**src/rtl/sdspi_pkg.sv**
```systemverilog
`default_nettype none
package sdspi_pkg;

  // Input operation codes (carried on in_tuser)
  localparam logic [1:0] OP_START = 2'd0;
  localparam logic [1:0] OP_RX    = 2'd1;
  localparam logic [1:0] OP_TICK  = 2'd2;

  // Configuration register indexes
  localparam logic CFG_READY_TIMEOUT = 1'b0;
  localparam logic CFG_POLL_LIMIT    = 1'b1;

  localparam logic [15:0] READY_TIMEOUT_RST = 16'd500;
  localparam logic [7:0]  POLL_LIMIT_RST    = 8'd10;

  // Command indexes with special handling
  localparam logic [6:0] IDX_GO_IDLE = 7'd0;
  localparam logic [6:0] IDX_IF_COND = 7'd8;
  localparam logic [6:0] IDX_STOP    = 7'd12;
  localparam logic [6:0] IDX_APP     = 7'd55;

  localparam logic [7:0] START_BITS   = 8'h40;
  localparam logic [7:0] CRC_GO_IDLE  = 8'h95;
  localparam logic [7:0] CRC_IF_COND  = 8'h87;
  localparam logic [7:0] CRC_DEFAULT  = 8'h01;
  localparam logic [7:0] DUMMY_BYTE   = 8'hFF;
  localparam logic [7:0] TOUT_RESP    = 8'hFF;
  localparam logic [7:0] APP_RESP_MAX = 8'h01;
  localparam logic [2:0] FRAME_LAST   = 3'd5;

  localparam int IN_DATA_W  = 48;
  localparam int OUT_DATA_W = 24;

  typedef enum logic [7:0] {
    PH_IDLE  = 8'b0000_0001,
    PH_DESEL = 8'b0000_0010,
    PH_SEL   = 8'b0000_0100,
    PH_READY = 8'b0000_1000,
    PH_FRAME = 8'b0001_0000,
    PH_SKIP  = 8'b0010_0000,
    PH_RESP  = 8'b0100_0000,
    PH_TOUT  = 8'b1000_0000
  } phase_t;

  // One result; tx_valid ends up in the lowest bit
  typedef struct packed {
    logic       busy_res;
    logic [7:0] response;
    logic       done_res;
    logic       chip_select_low;
    logic [7:0] tx_byte;
    logic       tx_valid;
  } result_t;

  localparam int RESULT_W = $bits(result_t);

  function automatic logic [7:0] frame_byte(input logic [6:0] idx, input logic [31:0] arg,
                                            input logic [2:0] k);
    logic [7:0] b;
    case (k)
      3'd0: b = START_BITS | {1'b0, idx};
      3'd1: b = arg[31:24];
      3'd2: b = arg[23:16];
      3'd3: b = arg[15:8];
      3'd4: b = arg[7:0];
      default: begin
        if (idx == IDX_GO_IDLE) b = CRC_GO_IDLE;
        else if (idx == IDX_IF_COND) b = CRC_IF_COND;
        else b = CRC_DEFAULT;
      end
    endcase
    return b;
  endfunction

endpackage
`default_nettype wire

```
**src/rtl/sd_spi_command_sequencer.sv**
```systemverilog
`default_nettype none
// SD card SPI-mode command sequencer, host side. Each input transaction is a start
// request, the byte received from the last requested SPI exchange, or a millisecond
// tick; each one yields exactly one result transaction giving the next byte to
// exchange, the chip-select level, busy, and on completion the R1 response (0xFF on
// ready timeout). Application commands are prefixed with CMD55 automatically.
// Throughput is one transaction per clock while the skid stage is empty: the state update
// is a single pass of logic from the input port into the output register, and a one-entry
// skid stage keeps input accepting while a finished result waits on the output side.
// Results are registered on the output side. Config writes are meant for idle periods.
module sd_spi_command_sequencer
  import sdspi_pkg::*;
(
  input  wire logic                  clk,
  input  wire logic                  rst_n,
  // Input: tdata = command[7:0], argument[39:8], rx_byte[47:40]
  input  wire logic                  in_tvalid,
  output logic                       in_tready,
  input  wire logic [IN_DATA_W-1:0]  in_tdata,
  // tuser = operation[1:0]
  input  wire logic [1:0]            in_tuser,
  // Result: tdata = tx_valid[0], tx_byte[8:1], chip_select_low[9], done_res[10],
  //                 response[18:11], busy_res[19], zero pad [23:20]
  output logic                       out_tvalid,
  input  wire logic                  out_tready,
  output logic [OUT_DATA_W-1:0]      out_tdata,
  // Config: index 0 ready_timeout_ms, index 1 response_poll_limit
  input  wire logic                  cfg_we,
  input  wire logic                  cfg_addr,
  input  wire logic [15:0]           cfg_wdata
);

  logic    step;
  result_t core_res;
  result_t buf_res;

  assign step = in_tvalid & in_tready;

  sdspi_core u_core (
    .clk       (clk),
    .rst_n     (rst_n),
    .step      (step),
    .operation (in_tuser),
    .command   (in_tdata[7:0]),
    .argument  (in_tdata[39:8]),
    .rx_byte   (in_tdata[47:40]),
    .cfg_we    (cfg_we),
    .cfg_addr  (cfg_addr),
    .cfg_wdata (cfg_wdata),
    .result    (core_res)
  );

  sdspi_out_buf u_out_buf (
    .clk       (clk),
    .rst_n     (rst_n),
    .push      (step),
    .push_data (core_res),
    .ready     (in_tready),
    .out_valid (out_tvalid),
    .out_ready (out_tready),
    .out_data  (buf_res)
  );

  // pad result to whole bytes
  assign out_tdata = {{(OUT_DATA_W-RESULT_W){1'b0}}, buf_res};

endmodule
`default_nettype wire

```
**src/rtl/sdspi_core.sv**
```systemverilog
`default_nettype none
module sdspi_core
  import sdspi_pkg::*;
(
  input  wire logic        clk,
  input  wire logic        rst_n,
  input  wire logic        step,
  input  wire logic [1:0]  operation,
  input  wire logic [7:0]  command,
  input  wire logic [31:0] argument,
  input  wire logic [7:0]  rx_byte,
  input  wire logic        cfg_we,
  input  wire logic        cfg_addr,
  input  wire logic [15:0] cfg_wdata,
  output result_t          result
);

  phase_t      phase_r, phase_nxt;
  logic [2:0]  fbi_r, fbi_nxt;
  logic [7:0]  cmd_r, cmd_nxt;
  logic [31:0] arg_r, arg_nxt;
  logic        prefix_r, prefix_nxt;
  logic [15:0] timer_r, timer_nxt;
  logic [7:0]  poll_r, poll_nxt;
  logic        sel_r, sel_nxt;
  logic [15:0] tout_cfg_r;
  logic [7:0]  limit_cfg_r;

  logic [6:0]  cur_idx;
  logic [7:0]  poll_dec;

  assign cur_idx  = prefix_r ? IDX_APP : cmd_r[6:0];
  assign poll_dec = poll_r - 8'd1;

  always_comb begin
    logic       do_begin;
    logic [6:0] b_idx;
    logic [31:0] b_arg;
    phase_nxt  = phase_r;
    fbi_nxt    = fbi_r;
    cmd_nxt    = cmd_r;
    arg_nxt    = arg_r;
    prefix_nxt = prefix_r;
    timer_nxt  = timer_r;
    poll_nxt   = poll_r;
    sel_nxt    = sel_r;
    result     = '0;
    do_begin   = 1'b0;
    b_idx      = cmd_r[6:0];
    b_arg      = arg_r;

    case (operation)
      OP_TICK: begin
        if (timer_r != '0) timer_nxt = timer_r - 16'd1;
      end
      OP_START: begin
        if (phase_r == PH_IDLE) begin
          cmd_nxt    = command;
          arg_nxt    = argument;
          prefix_nxt = command[7];
          do_begin   = 1'b1;
          b_idx      = command[7] ? IDX_APP : command[6:0];
          b_arg      = command[7] ? '0 : argument;
        end
      end
      OP_RX: begin
        unique case (phase_r)
          PH_DESEL: begin
            phase_nxt = PH_SEL;
            sel_nxt   = 1'b1;
            result.tx_valid = 1'b1;
            result.tx_byte  = DUMMY_BYTE;
          end
          PH_SEL: begin
            timer_nxt = tout_cfg_r;
            phase_nxt = PH_READY;
            result.tx_valid = 1'b1;
            result.tx_byte  = DUMMY_BYTE;
          end
          PH_READY: begin
            result.tx_valid = 1'b1;
            if (rx_byte == DUMMY_BYTE) begin
              phase_nxt      = PH_FRAME;
              fbi_nxt        = '0;
              result.tx_byte = frame_byte(cur_idx, prefix_r ? '0 : arg_r, 3'd0);
            end else begin
              result.tx_byte = DUMMY_BYTE;
              if (timer_r == '0) begin
                phase_nxt = PH_TOUT;
                sel_nxt   = 1'b0;
              end
            end
          end
          PH_TOUT: begin
            phase_nxt       = PH_IDLE;
            result.done_res = 1'b1;
            result.response = TOUT_RESP;
          end
          PH_FRAME: begin
            result.tx_valid = 1'b1;
            if (fbi_r < FRAME_LAST) begin
              fbi_nxt        = fbi_r + 3'd1;
              result.tx_byte = frame_byte(cur_idx, prefix_r ? '0 : arg_r, fbi_r + 3'd1);
            end else begin
              result.tx_byte = DUMMY_BYTE;
              if (cur_idx == IDX_STOP) begin
                phase_nxt = PH_SKIP;
              end else begin
                phase_nxt = PH_RESP;
                poll_nxt  = limit_cfg_r;
              end
            end
          end
          PH_SKIP: begin
            phase_nxt = PH_RESP;
            poll_nxt  = limit_cfg_r;
            result.tx_valid = 1'b1;
            result.tx_byte  = DUMMY_BYTE;
          end
          PH_RESP: begin
            if (rx_byte[7]) poll_nxt = poll_dec;
            if (rx_byte[7] && poll_dec != '0) begin
              result.tx_valid = 1'b1;
              result.tx_byte  = DUMMY_BYTE;
            end else if (prefix_r && rx_byte <= APP_RESP_MAX) begin
              // CMD55 accepted: go on with the real command
              prefix_nxt = 1'b0;
              do_begin   = 1'b1;
            end else begin
              prefix_nxt      = 1'b0;
              phase_nxt       = PH_IDLE;
              result.done_res = 1'b1;
              result.response = rx_byte;
            end
          end
          default: phase_nxt = PH_IDLE;
        endcase
      end
      default: ;
    endcase

    if (do_begin) begin
      result.tx_valid = 1'b1;
      if (b_idx != IDX_STOP) begin
        phase_nxt      = PH_DESEL;
        sel_nxt        = 1'b0;
        result.tx_byte = DUMMY_BYTE;
      end else begin
        phase_nxt      = PH_FRAME;
        fbi_nxt        = '0;
        result.tx_byte = frame_byte(b_idx, b_arg, 3'd0);
      end
    end

    result.chip_select_low = sel_nxt;
    result.busy_res        = (phase_nxt != PH_IDLE);
  end

  always_ff @(posedge clk) begin
    if (!rst_n) begin
      phase_r     <= PH_IDLE;
      fbi_r       <= '0;
      cmd_r       <= '0;
      arg_r       <= '0;
      prefix_r    <= 1'b0;
      timer_r     <= '0;
      poll_r      <= '0;
      sel_r       <= 1'b0;
      tout_cfg_r  <= READY_TIMEOUT_RST;
      limit_cfg_r <= POLL_LIMIT_RST;
    end else begin
      if (step) begin
        phase_r  <= phase_nxt;
        fbi_r    <= fbi_nxt;
        cmd_r    <= cmd_nxt;
        arg_r    <= arg_nxt;
        prefix_r <= prefix_nxt;
        timer_r  <= timer_nxt;
        poll_r   <= poll_nxt;
        sel_r    <= sel_nxt;
      end
      if (cfg_we) begin
        case (cfg_addr)
          CFG_READY_TIMEOUT: tout_cfg_r  <= cfg_wdata;
          CFG_POLL_LIMIT:    limit_cfg_r <= cfg_wdata[7:0];
          default: ;
        endcase
      end
    end
  end

  a_done_not_busy: assert property (@(posedge clk) disable iff (!rst_n)
    step && result.done_res |-> !result.busy_res)
    else $error("finished result still flagged busy");

  a_tx_needs_busy: assert property (@(posedge clk) disable iff (!rst_n)
    step && result.tx_valid |=> phase_r != PH_IDLE)
    else $error("exchange requested but sequencer went idle");

  a_tout_deselected: assert property (@(posedge clk) disable iff (!rst_n)
    phase_r == PH_TOUT |-> !sel_r)
    else $error("card still selected after ready timeout");

endmodule
`default_nettype wire

```
**src/rtl/sdspi_out_buf.sv**
```systemverilog
`default_nettype none
module sdspi_out_buf
  import sdspi_pkg::*;
(
  input  wire logic            clk,
  input  wire logic            rst_n,
  input  wire logic            push,
  input  wire result_t         push_data,
  output logic                 ready,
  output logic                 out_valid,
  input  wire logic            out_ready,
  output result_t              out_data
);

  logic    out_v_r, out_v_nxt;
  logic    skid_v_r, skid_v_nxt;
  result_t out_d_r, out_d_nxt;
  result_t skid_d_r, skid_d_nxt;
  logic    take;

  assign take      = out_v_r & out_ready;
  assign ready     = ~skid_v_r;
  assign out_valid = out_v_r;
  assign out_data  = out_d_r;

  always_comb begin
    out_v_nxt  = out_v_r;
    skid_v_nxt = skid_v_r;
    out_d_nxt  = out_d_r;
    skid_d_nxt = skid_d_r;
    if (skid_v_r) begin
      if (take) begin
        out_d_nxt  = skid_d_r;
        skid_v_nxt = 1'b0;
      end
    end else if (push) begin
      if (!out_v_r || take) begin
        out_d_nxt = push_data;
        out_v_nxt = 1'b1;
      end else begin
        skid_d_nxt = push_data;
        skid_v_nxt = 1'b1;
      end
    end else if (take) begin
      out_v_nxt = 1'b0;
    end
  end

  always_ff @(posedge clk) begin
    if (!rst_n) begin
      out_v_r  <= 1'b0;
      skid_v_r <= 1'b0;
    end else begin
      out_v_r  <= out_v_nxt;
      skid_v_r <= skid_v_nxt;
    end
  end

  always_ff @(posedge clk) begin
    out_d_r  <= out_d_nxt;
    skid_d_r <= skid_d_nxt;
  end

  a_skid_implies_out: assert property (@(posedge clk) disable iff (!rst_n)
    skid_v_r |-> out_v_r)
    else $error("skid stage holds data with empty output register");

  a_no_push_when_full: assert property (@(posedge clk) disable iff (!rst_n)
    skid_v_r |-> !push)
    else $error("transaction pushed while skid stage full");

  a_hold_while_stalled: assert property (@(posedge clk) disable iff (!rst_n)
    out_v_r && !out_ready |=> out_v_r && $stable(out_d_r))
    else $error("stalled result changed or dropped");

endmodule
`default_nettype wire
```
**config.mk**
```make
export PLATFORM = sky130hd
export DESIGN_NAME = sd_spi_command_sequencer
export DESIGN_NICKNAME = d
export VERILOG_FILES = /design/src/rtl/sdspi_pkg.sv /design/src/rtl/sd_spi_command_sequencer.sv /design/src/rtl/sdspi_core.sv /design/src/rtl/sdspi_out_buf.sv
export SDC_FILE = /design/constraint.sdc
export NUM_CORES = 1
export LEC_CHECK = 0
export ABC_AREA = 0
export BUFFER_PORTS_ARGS = -buffer_cell sky130_fd_sc_hd__buf_2
export CELL_PAD_IN_SITES_DETAIL_PLACEMENT = 0
export CELL_PAD_IN_SITES_GLOBAL_PLACEMENT = 1
export CORE_UTILIZATION = 25
export DETAILED_ROUTE_END_ITERATION = 10
export GPL_ROUTABILITY_DRIVEN = 0
export HOLD_SLACK_MARGIN = 0.05
export PLACE_DENSITY = 0.64
export SETUP_SLACK_MARGIN = 0.02
export SLEW_MARGIN = 20
export SYNTH_ARGS = -nofsm -noshare
export SYNTH_HDL_FRONTEND = slang
export SYNTH_SLANG_ARGS = --single-unit
export TNS_END_PERCENT = 1
```
**constraint.sdc**
```tcl
create_clock -name clk -period 3 [get_ports clk]
set_clock_uncertainty 0.15 [all_clocks]
set_input_delay 0.15 -clock clk [delete_from_list [all_inputs] [get_ports clk]]
set_output_delay 0.15 -clock clk [all_outputs]
set_load 0.1 [all_outputs]
```
==> metrics.txt, run 1 <==
unrepaired setup endpoints after global routing yes; register area share after synthesis 44.7%; CP required 3.03 ns; Period minus WS final approximately 2.9 ns; Num Clock Sinks 142; ANT nets after route 0; Place WS 0.106 ns; clk_lat worst skew about 0.44 ns; total grt overflow 0; Relative slew margins 46.5%; CTS tree built; final hold slack 0.0885 ns; DR iter-0 viols 655; final setup TNS 0 ns; Max Cap Viol 0; Async S/R FF share, synth 0%; layout cell share with drive strength beyond 1 a little under a fifth; Synth Register Bits around 140; crit path kind reg -> reg; postcts setup bufs 0; Synth Instances 884; crit path DAT between 2 and 3 ns; root buffer cell clkbuf_16; final worst slack 0.120 ns; Distinct cells, synth 74; # port buffers 93; DRT Pass-1 Iters 7; largest net degree at the start of global routing 54; CTS clk-pin slew, worst paths about 0.060 ns; fin crit share 96.0%; Mapped Area 7260 um2; maximum clock insertion buffer count 2; CTS Buf Count 17; EDFF count, synth 40; VDD IR max 0.363 mV; vias in the first global route between 6000 and 7000; Die ar. 29700 um2; Top-Level Pins 98; first-pass GRT wire length 34900 um; LEAKAGE 3.62 nW; initial antenna violation count 0; Post-DP HPWL roughly 15000 um; fmax around 350 MHz; Final nets ~1100; Crit. End Element flop; Initial Util 25.4%; syn avg cell area 8.21 um2; Slew Limit Fails 0; post-route cell area ~9600 um2; PD cells 540 nW/um2; per-cell routed wire length roughly 15 um; die height 172 um; Primary FF master, synth dfxtp_1; Fin. Hold Viols 0; Hold Path Class in -> reg; Die X 172 um; WL final ~22000 um; detailed-route DRC error count 0; row cnt 62; worst-path maximum fanout 8; via count 6899; H-tree depth 4; ant diodes 0; Setup violations, final 0; GRT Total Usage 15.3%; type of origin of the critical path flop; area grow syn2layout 32.8%; via/cell ratio 4.76; DP Area just over 8000 um2; Ys Warns 0; status completed; Worst-Margin Slew roughly 0.79 ns; CORE AREA about 29000 um2
## worst max-delay path, stage by stage, from the launching register on
cell,delay [ns]
dfxtp_1,0.46
inv_1,0.12
ha_1,0.30
a222oi_1,0.43
o21ai_0,0.16
a2111oi_0,0.49
o22ai_1,0.17
o31ai_2,0.25
a2bb2oi_1,0.10
## cells by family (layout without fill, tap and decap cells)
group	count (synthesis)	in the layout	share of synthesized area, %
simple gates	374	374	24.2
compound gates	256	256	22.8
flops	142	142	44.7
buf+inv	93	270	5.39
fa+ha+maj	12	12	2.07
xor+xnor	4	4	0.483
mux	2	2	0.293
other cells	1	4	0.0516
## cells in the mapped netlist, drive strengths merged, types with 8 or more instances
cell type,n,area share (%)
nand2,189,9.8
dfxtp,102,28
a21oi,94,6.5
nor2,66,3.4
clkbuf,48,2.5
o21ai,48,3.3
edfxtp,40,17
inv,27,1.4
nor3,23,1.6
a31oi,20,1.7
nand3,19,1.3
buf,18,1.5
nor4,13,1.4
o31ai,13,1.3
ha,12,2.1
a22oi,10,1.0
or4,9,1.1
a222oi,8,1.1
and2,8,0.69
## power by group
part           switching [mW]  total, mW  leakage (nW)  internal (mW)
Sequential             0.0676       2.13          1.23           2.07
Clock                   0.932       2.14         0.285           1.20
Combinational           0.597      0.938          2.11          0.341
Total                    1.60       5.21          3.62           3.61
## routing by layer
metal	share of wire, %	GRT usage (%)
met1	50	21.3
met2	45	23.5
met3	3.9	2.91
met4	1.2	4.89
met5	0	0
## final timing paths
kind,slack [ns],cells past startpoint,to,from
worst min register to register,0.30,2,u_core.limit_cfg_r[0]$_SDFFE_PN0P_,u_core.limit_cfg_r[0]$_SDFFE_PN0P_
worst max register to register,0.12,8,u_out_buf.out_data[3]$_DFFE_PP_,u_core.fbi_r[0]$_SDFFE_PN0P_
worst max-delay path,0.12,8,u_out_buf.out_data[3]$_DFFE_PP_,u_core.fbi_r[0]$_SDFFE_PN0P_
worst min-delay path,0.09,3,u_core.timer_r[15]$_SDFFE_PN0P_,rst_n
## cells in the final DEF (no fill, tap or decap), types with 4 or more instances in the layout
cell / netlist / layout
nand2_1: 189 / 189
dfxtp_1: 102 / 102
a21oi_1: 94 / 93
buf_2: 7 / 93
dlygate4sd3_1: 0 / 76
nor2_1: 66 / 65
o21ai_0: 46 / 46
buf_4: 5 / 40
edfxtp_1: 40 / 40
inv_1: 27 / 27
nor3_1: 23 / 22
a31oi_1: 20 / 20
nand3_1: 19 / 19
clkbuf_16: 0 / 18
o31ai_1: 13 / 12
ha_1: 12 / 11
nor4_1: 10 / 10
a22oi_1: 10 / 10
a222oi_1: 8 / 8
nand4_1: 7 / 7
a2bb2oi_1: 7 / 7
and2_1: 8 / 7
or4_1: 6 / 6
o221a_2: 6 / 6
a211oi_1: 5 / 5
o21a_1: 5 / 5
inv_6: 0 / 5
nor3b_1: 4 / 4
or2_2: 4 / 4
a211o_1: 4 / 4
nand2b_1: 4 / 4
conb_1: 1 / 4
clkinv_4: 0 / 4
## per-stage QoR
stage / total power [mW] / cells / utilization, %
floorplan: 2.78 / 887 / -
CTS: 5.26 / 1448 / 33.6
global route: 5.44 / 1448 / 33.7
global placement: 3.03 / 1340 / 28.9
detailed placement: 3.03 / 1340 / 28.9
finish: 5.21 / 1448 / 33.7
## registers in the layout, indices dropped and copies added (netlist names)
name / flops
u_core.arg_r: 32
u_core.cmd_r: 7
u_core.fbi_r: 3
u_core.limit_cfg_r: 8
u_core.phase_r: 8
u_core.poll_r: 8
u_core.prefix_r: 1
u_core.sel_r: 1
u_core.timer_r: 16
u_core.tout_cfg_r: 16
u_out_buf.out_data: 20
u_out_buf.out_valid: 1
u_out_buf.skid_d_r: 20
u_out_buf.skid_v_r: 1
## final cells by class
type	instances	area, um2
clock buffers	18	450
clock inverters	14	133
fillers	3015	19000
inverters	27	101
multi-input cells	652	3670
flip-flops and latches	142	3240
well taps	384	480
repair buffers	211	1570
## what timing repair did
action	4_1_cts	5_1_grt
setup endpoints to repair	0	10
hold endpoints to repair	82	0
gates resized for setup	0	3
hold buffers	76	0
Power figures use the tool's default switching activity.
==> run 2, diff against run 1 <==
--- a/config.mk
+++ b/config.mk
@@ -13,7 +13,7 @@
 export DETAILED_ROUTE_END_ITERATION = 10
 export GPL_ROUTABILITY_DRIVEN = 0
 export HOLD_SLACK_MARGIN = 0.05
-export PLACE_DENSITY = 0.64
+export PLACE_DENSITY_LB_ADDON = 0.15
 export SETUP_SLACK_MARGIN = 0.02
 export SLEW_MARGIN = 20
 export SYNTH_ARGS = -nofsm -noshare
==> run 2 against run 1 <==
Sequential share of layout area shrank 0.33 points. Largest power group is now sequential cells. Hold slack worse by 0.015 ns. Count of clock-buffer cells in the layout unchanged. Highest routed layer unchanged. Die area did not move. Critical path type unchanged.
==> metrics.txt, run 2 (synthesized netlist as in run 1, its figures left out) <==
fill cell count 3051 (+1.2%); Final nets 1147 (+1.1%); CTS clk-pin slew, worst paths 0.07 ns (about the same); worst r2r src u_core.phase_r[1]$_SDFFE_PN0P_; vias in the first global route 6510 (+1.1%); ANT nets after route 0 (unchanged); CTS Buf Count 17 (unchanged); status completed; internal power 3.55 mW (-1.6%); hold_sp cfg_we; WP buf/inv 0 (-1); VDD IR max 0.350 mV (-3.5%); area grow syn2layout 34.1%; Gate power share 18.7% (+0.7 points); met3 usage 2.98% (+0.069 points); H-tree depth 4 (unchanged); Worst-Margin Slew 0.687 ns (-0.107 ns); worst-path maximum fanout 10 (+2); # port buffers 93 (unchanged); Die X 172 um (unchanged); Relative slew margins 54.2% (+7.7 points); largest net degree at the start of global routing 43 (-20%); met2 Track Usage GR 24.7% (+1.2 points); GRT Total Usage 15.9% (+0.60 points); clock power share 40.2% (-0.8 points); Max Cap Viol 0 (unchanged); post-route cell area 9740 um2 (+1.0%); DR iter-0 viols 517 (-21%); Post-DP HPWL 16100 um (+4.0%); commonest non-fill, non-tap cell in the layout nand2_1; Crit. End Element flop; DRT Pass-1 Iters 6 (-1); most used cell, CP or4_4; Most flops, register u_core.arg_r; ant diodes 0 (unchanged); WL final 23100 um (+4.8%); Period minus WS final 2.81 ns (-0.0716 ns); clk_lat worst skew 0.43 ns (about the same); CP max-delay cell or4_4; first-pass GRT wire length 36200 um (+3.8%); Fin. Hold Viols 0 (unchanged); Die ar. 29700 um2 (unchanged); unrepaired setup endpoints after global routing no; met1 usage 22.3% (+1.0 points); max FFs per register 32 (unchanged); type of origin of the critical path flop; crit path kind reg -> reg; initial antenna violation count 0 (unchanged); Top-Level Pins 98 (unchanged); max incr delay on CP 0.57 ns (+0.08 ns); final setup TNS 0 ns (unchanged); via count 7062 (+2.4%); switching pwr 1.63 mW (+2.1%); die height 172 um (unchanged); CORE AREA 28600 um2 (unchanged); row cnt 62 (unchanged); Num Clock Sinks 142 (unchanged); CP top delay family simple AND/OR/NAND/NOR gates; LEAKAGE 3.70 nW (+2.0%); Initial Util 25.4% (unchanged); Critical path origin u_core.phase_r[1]$_SDFFE_PN0P_; crit path DAT 2.82 ns (-0.09 ns); per-cell routed wire length 15.8 um (+4.0%); layout cell share with drive strength beyond 1 20.4% (+1.6 points); GRT busiest layer met2; detailed-route DRC error count 0 (unchanged); fmax 356 MHz (+2.6%); Slew Limit Fails 0 (unchanged); total grt overflow 0 (unchanged); Hold Path Class in -> reg; switching part of the total power 31.5% (+0.80 points); Flop pwr share 41.1% (about the same); maximum clock insertion buffer count 2 (unchanged); Setup violations, final 0 (unchanged); most frequent cells in the layout 189 x nand2_1, 102 x dfxtp_1, 93 x a21oi_1, 93 x buf_2, 74 x dlygate4sd3_1; PD cells 532 nW/um2 (-1.5%); via/cell ratio 4.84 (+1.5%); fin crit share 93.6% (-2.4 points); worst path cell trace or4_4 -> or4_4 -> mux2i_1 -> and2_2 -> nor4_4 -> a31oi_1; CP required 3.01 ns (-0.02 ns); root buffer cell clkbuf_16; CTS tree built; DP Area 8390 um2 (+1.3%)
[run 2: worst paths after layout]
path                                             end  slack [ns]  cells after the start
setup / recovery     u_out_buf.out_data[8]$_DFFE_PP_        0.19                      6
hold / removal    u_core.limit_cfg_r[2]$_SDFFE_PN0P_        0.07                      4
setup reg to reg     u_out_buf.out_data[8]$_DFFE_PP_        0.19                      6
hold reg to reg   u_core.tout_cfg_r[14]$_SDFFE_PN0P_        0.30                      2
[run 2: power groups by stage]
stage | Clock [mW] | Combinational, mW | Sequential (mW)
after global routing | 2.23 | 1.06 | 2.14
final | 2.08 | 0.971 | 2.13
after floorplan | 0 | 0.449 | 2.33
after global placement | 0 | 0.892 | 2.17
after CTS | 2.15 | 0.970 | 2.13
after detailed placement | 0 | 0.891 | 2.17
[run 2: metal layers]
layer / up-vias / wire length, um
li1: 3540 / -
met4: 0 / 301
met1: 3348 / 11600
met5: - / 0
met2: 153 / 10400
met3: 21 / 797
[run 2: worst reg2reg max path: cells and delay by family (launching register included)]
family,cells,cell delay (ns)
DFF,1,0.31
muxes,1,0.15
AOI/OAI and AO/OA,1,0.15
and+or+nand+nor,4,1.78
[run 2: layout make-up]
type / instances / area, um2 / share of cell area (%)
Sequential cell: 142 / 3240 / 33.3
Clock buffer: 18 / 450 / 4.63
Multi-Input combinational cell: 652 / 3690 / 37.9
Tap cell: 384 / 480 / 4.93
Clock inverter: 14 / 116 / 1.20
Timing Repair Buffer: 223 / 1650 / 17.0
Inverter: 27 / 101 / 1.04
[run 2: metrics by stage]
| stage | setup slack (ns) | hold WS, ns | cells | power, mW | utilization, % |
|---|---|---|---|---|---|
| global placement | 0.109 | 0.208 | 1354 | 3.06 | 29.3 |
| floorplan | 0.0991 | 0.102 | 887 | 2.78 | - |
| global route | 0.0286 | 0.0714 | 1460 | 5.43 | 34.0 |
| detailed placement | 0.0305 | 0.213 | 1354 | 3.06 | 29.3 |
| CTS | 0.0557 | 0.0564 | 1460 | 5.24 | 33.9 |
| finish | 0.191 | 0.0737 | 1460 | 5.18 | 34.0 |
[run 2: what timing repair did]
| action | in CTS | in global routing |
|---|---|---|
| pin swaps | 0 | 4 |
| buffers inserted | 0 | 0 |
| hold buffers | 74 | 0 |
| setup endpoints to repair | 2 | 10 |
| resized for setup | 1 | 8 |
| endpoints found under the hold margin | 78 | 0 |
